==> src/sv/crc32c_pkg.sv <==
// Shared constants, types and elaboration-time matrix builders for the CRC-32C stream block.
package crc32c_pkg;

	localparam int unsigned DATA_W              = 64;
	localparam int unsigned CRC_W               = 32;
	localparam int unsigned COUNT_W             = 4;
	localparam int unsigned VEC_W               = DATA_W + CRC_W;
	localparam int unsigned DATA_BYTES          = DATA_W / 8;
	localparam int unsigned BYTES_PER_CHUNK_DEF = 8;

	localparam logic [CRC_W-1:0] CRC_POLY_REFL = 32'h82F6_3B78;
	localparam logic [CRC_W-1:0] CRC_INVERT    = 32'hFFFF_FFFF;

	// One row per remainder bit, one column per bit of {data, remainder}.
	typedef logic [CRC_W-1:0][VEC_W-1:0] fold_mat_t;

	// Bit-serial reference fold, evaluated only at elaboration to build the matrices.
	function automatic logic [CRC_W-1:0] fold_serial(input logic [CRC_W-1:0] r_in,
		input logic [DATA_W-1:0] data, input int unsigned nbytes);
		logic [CRC_W-1:0] r;
		logic [7:0] b;
		r = r_in;
		for (int unsigned k = 0; k < nbytes; k++) begin
			b = '0;
			if (k < DATA_BYTES) begin
				b = data[8*k +: 8];
			end
			r = r ^ {{(CRC_W-8){1'b0}}, b};
			for (int unsigned i = 0; i < 8; i++) begin
				if (r[0]) begin
					r = (r >> 1) ^ CRC_POLY_REFL;
				end else begin
					r = r >> 1;
				end
			end
		end
		return r;
	endfunction

	// GF(2) matrix of folding nbytes bytes: image of each unit vector of {data, remainder}.
	function automatic fold_mat_t build_fold_mat(input int unsigned nbytes);
		fold_mat_t m;
		logic [VEC_W-1:0] u;
		logic [CRC_W-1:0] img;
		m = '0;
		for (int unsigned j = 0; j < VEC_W; j++) begin
			u = '0;
			u[j] = 1'b1;
			img = fold_serial(u[CRC_W-1:0], u[VEC_W-1:CRC_W], nbytes);
			for (int unsigned i = 0; i < CRC_W; i++) begin
				m[i][j] = img[i];
			end
		end
		return m;
	endfunction

endpackage

==> src/sv/crc32c_in_if.sv <==
// Chunk channel: valid/ready handshake carrying one message chunk.
interface crc32c_in_if;
	logic                               valid;
	logic                               ready;
	logic [crc32c_pkg::DATA_W-1:0]      chunk_data;
	logic [crc32c_pkg::COUNT_W-1:0]     byte_count;
	logic                               first_chunk;
	logic [crc32c_pkg::CRC_W-1:0]       seed_value;
	logic                               last_chunk;

	modport source (output valid, chunk_data, byte_count, first_chunk, seed_value, last_chunk,
		input ready);
	modport sink (input valid, chunk_data, byte_count, first_chunk, seed_value, last_chunk,
		output ready);
endinterface

==> src/sv/crc32c_out_if.sv <==
// Result channel: valid/ready handshake carrying one finished CRC.
interface crc32c_out_if;
	logic                          valid;
	logic                          ready;
	logic [crc32c_pkg::CRC_W-1:0]  crc_value;

	modport source (output valid, crc_value, input ready);
	modport sink (input valid, crc_value, output ready);
endinterface

==> src/sv/crc32c_fold.sv <==
// Parallel GF(2) remainder update over the valid bytes of one chunk.
module crc32c_fold #(
	parameter int unsigned BYTES_PER_CHUNK = crc32c_pkg::BYTES_PER_CHUNK_DEF
) (
	input  logic [crc32c_pkg::CRC_W-1:0]   rem_in,
	input  logic [crc32c_pkg::DATA_W-1:0]  data,
	input  logic [crc32c_pkg::COUNT_W-1:0] byte_count,
	output logic [crc32c_pkg::CRC_W-1:0]   rem_out
);

	localparam int unsigned CNT_W = $clog2(BYTES_PER_CHUNK + 1);

	logic [crc32c_pkg::VEC_W-1:0]                    vec;
	logic [BYTES_PER_CHUNK:0][crc32c_pkg::CRC_W-1:0] img;
	logic [CNT_W-1:0]                                cnt_sat;

	assign vec = {data, rem_in};

	// Clamp the count to the chunk size.
	always_comb begin
		if (32'(byte_count) > 32'(BYTES_PER_CHUNK)) begin
			cnt_sat = CNT_W'(BYTES_PER_CHUNK);
		end else begin
			cnt_sat = CNT_W'(byte_count);
		end
	end

	// One XOR matrix per possible byte count; each output bit is a parity of masked inputs.
	for (genvar n = 0; n <= BYTES_PER_CHUNK; n++) begin : g_cnt
		localparam crc32c_pkg::fold_mat_t MAT = crc32c_pkg::build_fold_mat(n);
		for (genvar i = 0; i < crc32c_pkg::CRC_W; i++) begin : g_bit
			assign img[n][i] = ^(MAT[i] & vec);
		end
	end

	assign rem_out = img[cnt_sat];

endmodule

==> src/sv/crc32c_stream.sv <==
// Top level of the streaming CRC-32C engine: input register, fold, remainder and result register.
//
// Streaming CRC-32C (Castagnoli, reflected, polynomial 0x82F63B78). Chunks of one to
// BYTES_PER_CHUNK bytes arrive on the chunk channel, first byte in bits 7..0; byte
// counts above the chunk size are clamped and a count of zero folds nothing. A chunk
// with first_chunk set restarts the remainder from the inverted seed_value; any other
// chunk continues from the running remainder, which resets to all ones and is kept
// after a last chunk, so messages chain. A chunk with last_chunk set yields one
// transfer on the result channel carrying the inverted remainder. Throughput is one
// chunk per clock while the input register does not stall: the remainder register
// feeds back through a single parallel XOR matrix per byte count, so each chunk's
// fold is registered into the remainder as the chunk leaves the input register.
// Result valid is set as a last chunk leaves the input register; the chunk passes
// the input register, then the result register. The input register stalls only when
// it holds a last chunk and the result register is occupied and not being taken.
module crc32c_stream #(
	parameter int unsigned BYTES_PER_CHUNK = crc32c_pkg::BYTES_PER_CHUNK_DEF
) (
	input  logic         clk,
	input  logic         arst_n,
	crc32c_in_if.sink    chunk,
	crc32c_out_if.source result
);

	// Input stage
	logic                             valid_s1;
	logic [crc32c_pkg::DATA_W-1:0]    data_s1;
	logic [crc32c_pkg::COUNT_W-1:0]   count_s1;
	logic                             first_s1;
	logic [crc32c_pkg::CRC_W-1:0]     seed_s1;
	logic                             last_s1;

	// Running remainder and result register
	logic [crc32c_pkg::CRC_W-1:0]     rem_q;
	logic                             out_valid_q;
	logic [crc32c_pkg::CRC_W-1:0]     out_crc_q;

	logic                             out_free;
	logic                             s1_go;
	logic                             s1_fire;
	logic [crc32c_pkg::CRC_W-1:0]     rem_start;
	logic [crc32c_pkg::CRC_W-1:0]     rem_next;

	// The result slot is free when empty or being drained this cycle.
	assign out_free = !out_valid_q || result.ready;
	// A chunk that produces no result never waits on the result side.
	assign s1_go    = !last_s1 || out_free;
	assign s1_fire  = valid_s1 && s1_go;

	// Accept a new chunk whenever the input stage is empty or moving on.
	assign chunk.ready = !valid_s1 || s1_go;

	// Restart from the inverted seed on a first chunk, otherwise continue.
	assign rem_start = first_s1 ? (seed_s1 ^ crc32c_pkg::CRC_INVERT) : rem_q;

	crc32c_fold #(
		.BYTES_PER_CHUNK(BYTES_PER_CHUNK)
	) u_fold (
		.rem_in     (rem_start),
		.data       (data_s1),
		.byte_count (count_s1),
		.rem_out    (rem_next)
	);

	// Input stage control: load on transfer, drop once folded.
	always_ff @(posedge clk or negedge arst_n) begin
		if (!arst_n) begin
			valid_s1 <= 1'b0;
		end else if (chunk.ready) begin
			valid_s1 <= chunk.valid;
		end
	end

	// Input stage payload: hold while stalled.
	always_ff @(posedge clk) begin
		if (chunk.valid && chunk.ready) begin
			data_s1  <= chunk.chunk_data;
			count_s1 <= chunk.byte_count;
			first_s1 <= chunk.first_chunk;
			seed_s1  <= chunk.seed_value;
			last_s1  <= chunk.last_chunk;
		end
	end

	// Advance the remainder by one chunk per fold.
	always_ff @(posedge clk or negedge arst_n) begin
		if (!arst_n) begin
			rem_q <= crc32c_pkg::CRC_INVERT;
		end else if (s1_fire) begin
			rem_q <= rem_next;
		end
	end

	// Result register: load on a folded last chunk, clear when taken.
	always_ff @(posedge clk or negedge arst_n) begin
		if (!arst_n) begin
			out_valid_q <= 1'b0;
		end else if (s1_fire && last_s1) begin
			out_valid_q <= 1'b1;
		end else if (result.ready) begin
			out_valid_q <= 1'b0;
		end
	end

	always_ff @(posedge clk) begin
		if (s1_fire && last_s1) begin
			out_crc_q <= rem_next ^ crc32c_pkg::CRC_INVERT;
		end
	end

	assign result.valid     = out_valid_q;
	assign result.crc_value = out_crc_q;

endmodule

==> src/flat_wrapper.sv <==
// flat-port wrapper written by rule: the top's interface ports become plain ports
module crc32c_stream_flat 
#(
	parameter int unsigned BYTES_PER_CHUNK = crc32c_pkg::BYTES_PER_CHUNK_DEF
)
  (clk, arst_n, chunk_valid, chunk_chunk_data, chunk_byte_count, chunk_first_chunk, chunk_seed_value, chunk_last_chunk, chunk_ready, result_valid, result_crc_value, result_ready);
  crc32c_in_if chunk_i ();
  crc32c_out_if result_i ();
  input  logic clk;
  input  logic arst_n;
  input wire logic [$bits(chunk_i.valid)-1:0] chunk_valid;
  input wire logic [$bits(chunk_i.chunk_data)-1:0] chunk_chunk_data;
  input wire logic [$bits(chunk_i.byte_count)-1:0] chunk_byte_count;
  input wire logic [$bits(chunk_i.first_chunk)-1:0] chunk_first_chunk;
  input wire logic [$bits(chunk_i.seed_value)-1:0] chunk_seed_value;
  input wire logic [$bits(chunk_i.last_chunk)-1:0] chunk_last_chunk;
  output wire logic [$bits(chunk_i.ready)-1:0] chunk_ready;
  output wire logic [$bits(result_i.valid)-1:0] result_valid;
  output wire logic [$bits(result_i.crc_value)-1:0] result_crc_value;
  input wire logic [$bits(result_i.ready)-1:0] result_ready;
  assign chunk_i.valid = chunk_valid;
  assign chunk_i.chunk_data = chunk_chunk_data;
  assign chunk_i.byte_count = chunk_byte_count;
  assign chunk_i.first_chunk = chunk_first_chunk;
  assign chunk_i.seed_value = chunk_seed_value;
  assign chunk_i.last_chunk = chunk_last_chunk;
  assign chunk_ready = chunk_i.ready;
  assign result_valid = result_i.valid;
  assign result_crc_value = result_i.crc_value;
  assign result_i.ready = result_ready;
  crc32c_stream #(.BYTES_PER_CHUNK(BYTES_PER_CHUNK)) u_core (.clk(clk), .arst_n(arst_n), .chunk(chunk_i), .result(result_i));
endmodule
==> config.mk <==
export PLATFORM = sky130hd
export DESIGN_NAME = crc32c_stream_flat
export DESIGN_NICKNAME = d
export VERILOG_FILES = /design/src/sv/crc32c_pkg.sv /design/src/sv/crc32c_in_if.sv /design/src/sv/crc32c_out_if.sv /design/src/sv/crc32c_fold.sv /design/src/sv/crc32c_stream.sv /design/src/flat_wrapper.sv
export SDC_FILE = /design/constraint.sdc
export NUM_CORES = 2
export LEC_CHECK = 0
export ABC_AREA = 1
export BUFFER_PORTS_ARGS = -buffer_cell sky130_fd_sc_hd__buf_2
export CORE_MARGIN = 1.5
export CORE_UTILIZATION = 45
export CTS_CLUSTER_SIZE = 20
export DETAILED_ROUTE_END_ITERATION = 8
export GPL_TIMING_DRIVEN = 0
export PLACE_DENSITY = 0.61
export SLEW_MARGIN = 15
export SYNTH_ARGS = -nofsm -noshare
export SYNTH_HDL_FRONTEND = slang
export SYNTH_SLANG_ARGS = --single-unit
==> constraint.sdc <==
create_clock -name clk -period 3.4 [get_ports clk]
set_input_delay 0.17 -clock clk [delete_from_list [all_inputs] [get_ports clk]]
set_output_delay 0.17 -clock clk [all_outputs]
set_load 0.005 [all_outputs]
==> results.md, run 1 <==
- Die Wd: ~330 um
- Yosys top cell by area: nand2_1
- Hpwl dp: 292 mm
- Error: [ERROR GRT-0116] Global routing finished with congestion. Check the congestion regions in the DRC Viewer.
- GR Overflow Total: about 410
- Status: stopped before the end
- Post-DP Area: approximately 51,000 um^2
- Yosys reg bits: 168
- Exit stage: 5_1_grt
- Largest net degree at the start of global routing: between 50 and 60
- Post-Syn Instances: between 8,000 and 9,000
- Max Buffers Root-to-Sink: 2
- Row Count: around 120
- PortBufs: about 140
- Main area contributors after synthesis: nand2_1, xor2_1, xnor2_1, edfxtp_1, nand3_1
- First-pass GRT wire length: between 500 and 600 mm
- Vias in the first global route: 65,400
- Num Clock Sinks: between 150 and 200
- Placer's final routability congestion estimate: between 1 and 1.5
- Clock Root Buffer: clkbuf_16
- Yosys top cell area share: about a quarter
- YS warnings: 0
- Mapped Nets: 8,116
- Post-synthesis sequential area ratio: between 10% and 20%
- Io pins: between 100 and 150
- Initial Util: approximately 46%
- Die Y: roughly 330 um
- CTS H-tree depth: 4
- Mapped Area: between 40,000 and 50,000 um^2
- Overall Global Routing Usage: about 77%
- CTS Buf Count: 17
- Synthesized area per cell: around 6.0 um^2
- Distinct cells, synth: 46
[synth_stat cells, drive strengths merged]
library cell  instances
edfxtp              134
nand2              3528
xor2               1418
buf                 199
clkbuf               46
clkinv               14
xnor3                 1
and3                  1
inv                 721
a21oi                89
o21a                  4
or2                  73
nand3               716
dfstp                32
nand4                26
a21boi                1
nor2                124
o21bai                9
o22ai                 6
xnor2               648
o211ai                5
a31oi                 1
dfrtp                 2
o21ai               104
a21o                 12
nand2b               10
and2                  3
nand3b               82
o221ai                1
[layer usage]
| layer | GRT overflow | GRT usage, % |
|---|---|---|
| met5 | 7 | 43.9 |
| met4 | 161 | 69.0 |
| met3 | 10 | 67.2 |
| met2 | 219 | 89.1 |
| met1 | 11 | 80.2 |
[per-stage QoR]
| step | util [%] | setup WS, ps | std cells |
|---|---|---|---|
| 3_3_place_gp | 47.9 | -1850 | 9540 |
| 2_1_floorplan | - | 331 | 8010 |
| 4_1_cts | 63.6 | -120 | 10100 |
| 3_5_place_dp | 48.1 | -1880 | 9545 |
[timing repair]
item | 4_1_cts
resized for setup | 1823
endpoints found under the hold margin | 106
buffers inserted | 452
setup endpoints to repair | 64
pin swaps | 269
hold buffers | 105
cloned | 6
[logic make-up after synthesis]
kind of cell | after synthesis | share of synthesized area (%)
compound gates | 232 | 3.02
xor+xnor | 2067 | 38.7
buf+inv | 980 | 8.57
flops | 168 | 10.2
simple gates | 4563 | 39.4
==> inputs of run 2 (changes only) <==
- CORE_UTILIZATION: 45 -> 30
- CTS_CLUSTER_SIZE: 20 -> default
- PLACE_DENSITY: 0.61 -> default
- PLACE_DENSITY_LB_ADDON: default -> 0.15
==> run 2 against run 1 <==
Net effect:
- the flow now finishes, with violations (max-capacitance violations, negative setup slack)
- area after synthesis did not move
- synthesized cell count stayed put
==> results.md, run 2 <==
- Status: finished with violations (was stopped before the end)
- Failing checks: max-capacitance violations, negative setup slack
- Clock Root Buffer: clkbuf_16 (unchanged)
- Die Y: 403 um (was 330 um)
- Drt total wl: between 400 and 500 mm
- Fin nets: 9,037
- First-pass GRT wire length: between 500 and 600 mm
- TritonCTS clock tree: done
- Initial Util: 30.3% (was 45.5%)
- Main area contributors after synthesis: nand2_1, xor2_1, xnor2_1, edfxtp_1, nand3_1 (unchanged)
- Wire per inst: slightly above 40 um
- Worst Max-Slew Pin Slew: between 1000 and 1500 ps
- LEAKAGE: roughly 36 nW
- Detailed router's first-iteration violation count: between 10,000 and 15,000
- Vias in the first global route: between 50,000 and 60,000
- Kind of critical path: flip-flop to flip-flop
- DP Cell Count: 10,200 (was 9,545)
- DR pass1 iterations: 9
- Layout Utilization: a little under half
- Yosys top cell area share: 26.7% (unchanged)
- Post-route clock period utilization: 116%
- Io pins: 140 (unchanged)
- Most instantiated cells after synthesis: nand2_1, xor2_1, nand3_1 (unchanged)
- YS warnings: 0 (unchanged)
- Number of remaining DRC errors: 0
- Worst Setup EP: u_core.result.crc_value[16]
- Max Buffers Root-to-Sink: 2 (unchanged)
- Post-layout min period: just under 4000 ps
- Hpwl dp: 357 mm (was 292 mm)
- Antenna Nets Post-Route: 0
- Register area: 4910 um^2
- Die Wd: 403 um (was 330 um)
- Count leader, synth: nand2_1 (unchanged)
- Distinct cells, synth: 46 (unchanged)
- Mapped Area: 48,100 um^2 (unchanged)
- Max FFs per register: between 60 and 70
- Clk_lat worst skew: 620 ps
- Layout cells sized above 1: 30.9%
- M1 wire length: about 160 mm
- Pwr Density: around 1200 nW/um^2
- Yosys top cell by area: nand2_1 (unchanged)
- Number of flops mapped to enable cells by yosys: 134 (unchanged)
- Worst-path clk slew: between 100 and 150 ps
- Crit start category: flip-flop
- Placer's final routability congestion estimate: 1.23 (was 1.35)
- Setup ws final: -554 ps
- Most flops, register: u_core.data_s1
- Footprint of the multi-input gates: 51,800 um^2
- CTS Buf Count: 17 (unchanged)
- Hold path cells: 2
- Most used DFF post-synth: edfxtp_1 (unchanged)
- Critical Path RT: ~3700 ps
- Initial antenna violation count: 26
- Final setup TNS: -21,640 ps
- Top layer in use: met5
- Fmax: approximately 250 MHz
- Commonest non-fill, non-tap cells in the layout: nand2_1, xor2_1, inv_1
- Synthesized area per cell: 6.00 um^2 (unchanged)
- Overall Global Routing Usage: 52.9%
- PortBufs: 139 (unchanged)
- Max_slew headroom: less than 1%
- Row Count: 146 (was 119)
- R2R Path Start: u_core.count_s1[1]
- Core area: 159,000 um^2
- Post-Syn Instances: 8,010 (unchanged)
- Largest net degree at the start of global routing: between 60 and 70
- Final-report max-slew violation count: 0
- Crit path max fanout: 10
- Yosys reg bits: 168 (unchanged)
- Worst reg2reg path depth: 8
- Via density: a little under 6
- GR Overflow Total: 0
- Unrepaired setup endpoints after global routing: yes
- Max VDD drop: 0.709 mV
- Hold Vio Cnt, Final: 0
- Die area: between 150,000 and 200,000 um^2
- Layout area overhead: 54.8%
- DR WL met2: around 170 mm
- Worst setup EP type: flip-flop
- Commonest non-fill, non-tap cell in the layout: nand2_1
- Post-synthesis sequential area ratio: 10.2% (unchanged)
- Non-Filler Instances: approximately 11,000
- Vias: between 60,000 and 70,000
- Mapped Nets: 8,116 (unchanged)
- Num Clock Sinks: 168 (unchanged)
- Final hold slack: around 250 ps
- Final Skew: about 33 ps
- Reg2reg end: u_core.result.crc_value[16]
- CP Launch Point: u_core.count_s1[1]
- Final-layout fill cell count: approximately 16,000
- Post-synthesis async set-or-reset flop share: 20.2% (unchanged)
- Hold WC Path Type: primary input to flip-flop
- CTS H-tree depth: 4 (unchanged)
- Number of max-cap violations: 1
- Routed wl met3: approximately 69 mm
- Reg-to-reg setup timing slack: -550 ps
- # setup viols final: 64
- CP Data Arrival Time: 4290 ps
run 2: worst max-delay path, cell delays in order, from the launching register on:
cell	delay, ps
edfxtp_1	810
inv_1	480
nor2_1	330
inv_2	240
clkdlybuf4s15_1	910
nand3_1	430
nand3_4	190
nand2_4	160
nand2_1	70
run 2: cell type report:
class,count,area share (%)
antenna,28,0.0942
inverter,735,3.89
multi-input combinational,6865,69.6
sequential,168,6.61
clock buffer,17,0.572
clock inverter,15,0.235
buffer,243,3.59
tap,2072,3.48
timing repair buffer,901,12.0
run 2: cells by family (layout without fill, tap and decap cells):
family | Yosys count | in the layout | share of synthesized area, %
other | 0 | 28 | 0
XOR/XNOR | 2067 | 2067 | 38.7
AO/OA/AOI/OAI | 232 | 233 | 3.02
flip-flops | 168 | 168 | 10.2
AND/OR/NAND/NOR | 4563 | 4565 | 39.4
buffers and inverters | 980 | 1911 | 8.57
run 2: per-stage QoR:
step / total power [mW] / setup slack, ps / cell area [um^2]
6_report: 88.2 / -554 / 74400
5_1_grt: 88.2 / -395 / 74300
4_1_cts: 76.9 / -272 / 68200
3_5_place_dp: 60.7 / -2220 / 51900
3_3_place_gp: 60.1 / -2600 / 51400
2_1_floorplan: 34.9 / 331 / 48100
run 2: worst min-delay path by stage:
stage,endpoint,startpoint,slack (ps)
CTS,u_core.data_s1[1],chunk_chunk_data[1],210
global route,u_core.data_s1[15],chunk_chunk_data[15],260
detailed placement,u_core.valid_s1,arst_n,340
floorplan,u_core.result.valid,arst_n,-130
finish,u_core.data_s1[4],chunk_chunk_data[4],250
global placement,u_core.valid_s1,arst_n,340
run 2: routing by layer:
layer / up-vias / track usage, %
li1: 26000 / -
met1: 30800 / 60.7
met2: 5327 / 70.9
met3: 1533 / 27.8
met4: 29 / 45.6
met5: - / 0.327
run 2: power breakdown:
| part | switching, mW | internal (mW) |
|---|---|---|
| registers | 0.380 | 2.94 |
| clock network | 1.31 | 0.994 |
| logic | 55.9 | 26.6 |
| total | 57.6 | 30.5 |
run 2: what timing repair did:
action	CTS	global route
pin swaps	224	195
gates cloned	3	8
buffers inserted	382	250
hold endpoints to repair	106	0
hold buffers	105	0
gates resized for setup	1907	705
setup endpoints to repair	64	64
Note: power is estimated with default switching activity, not from simulation.
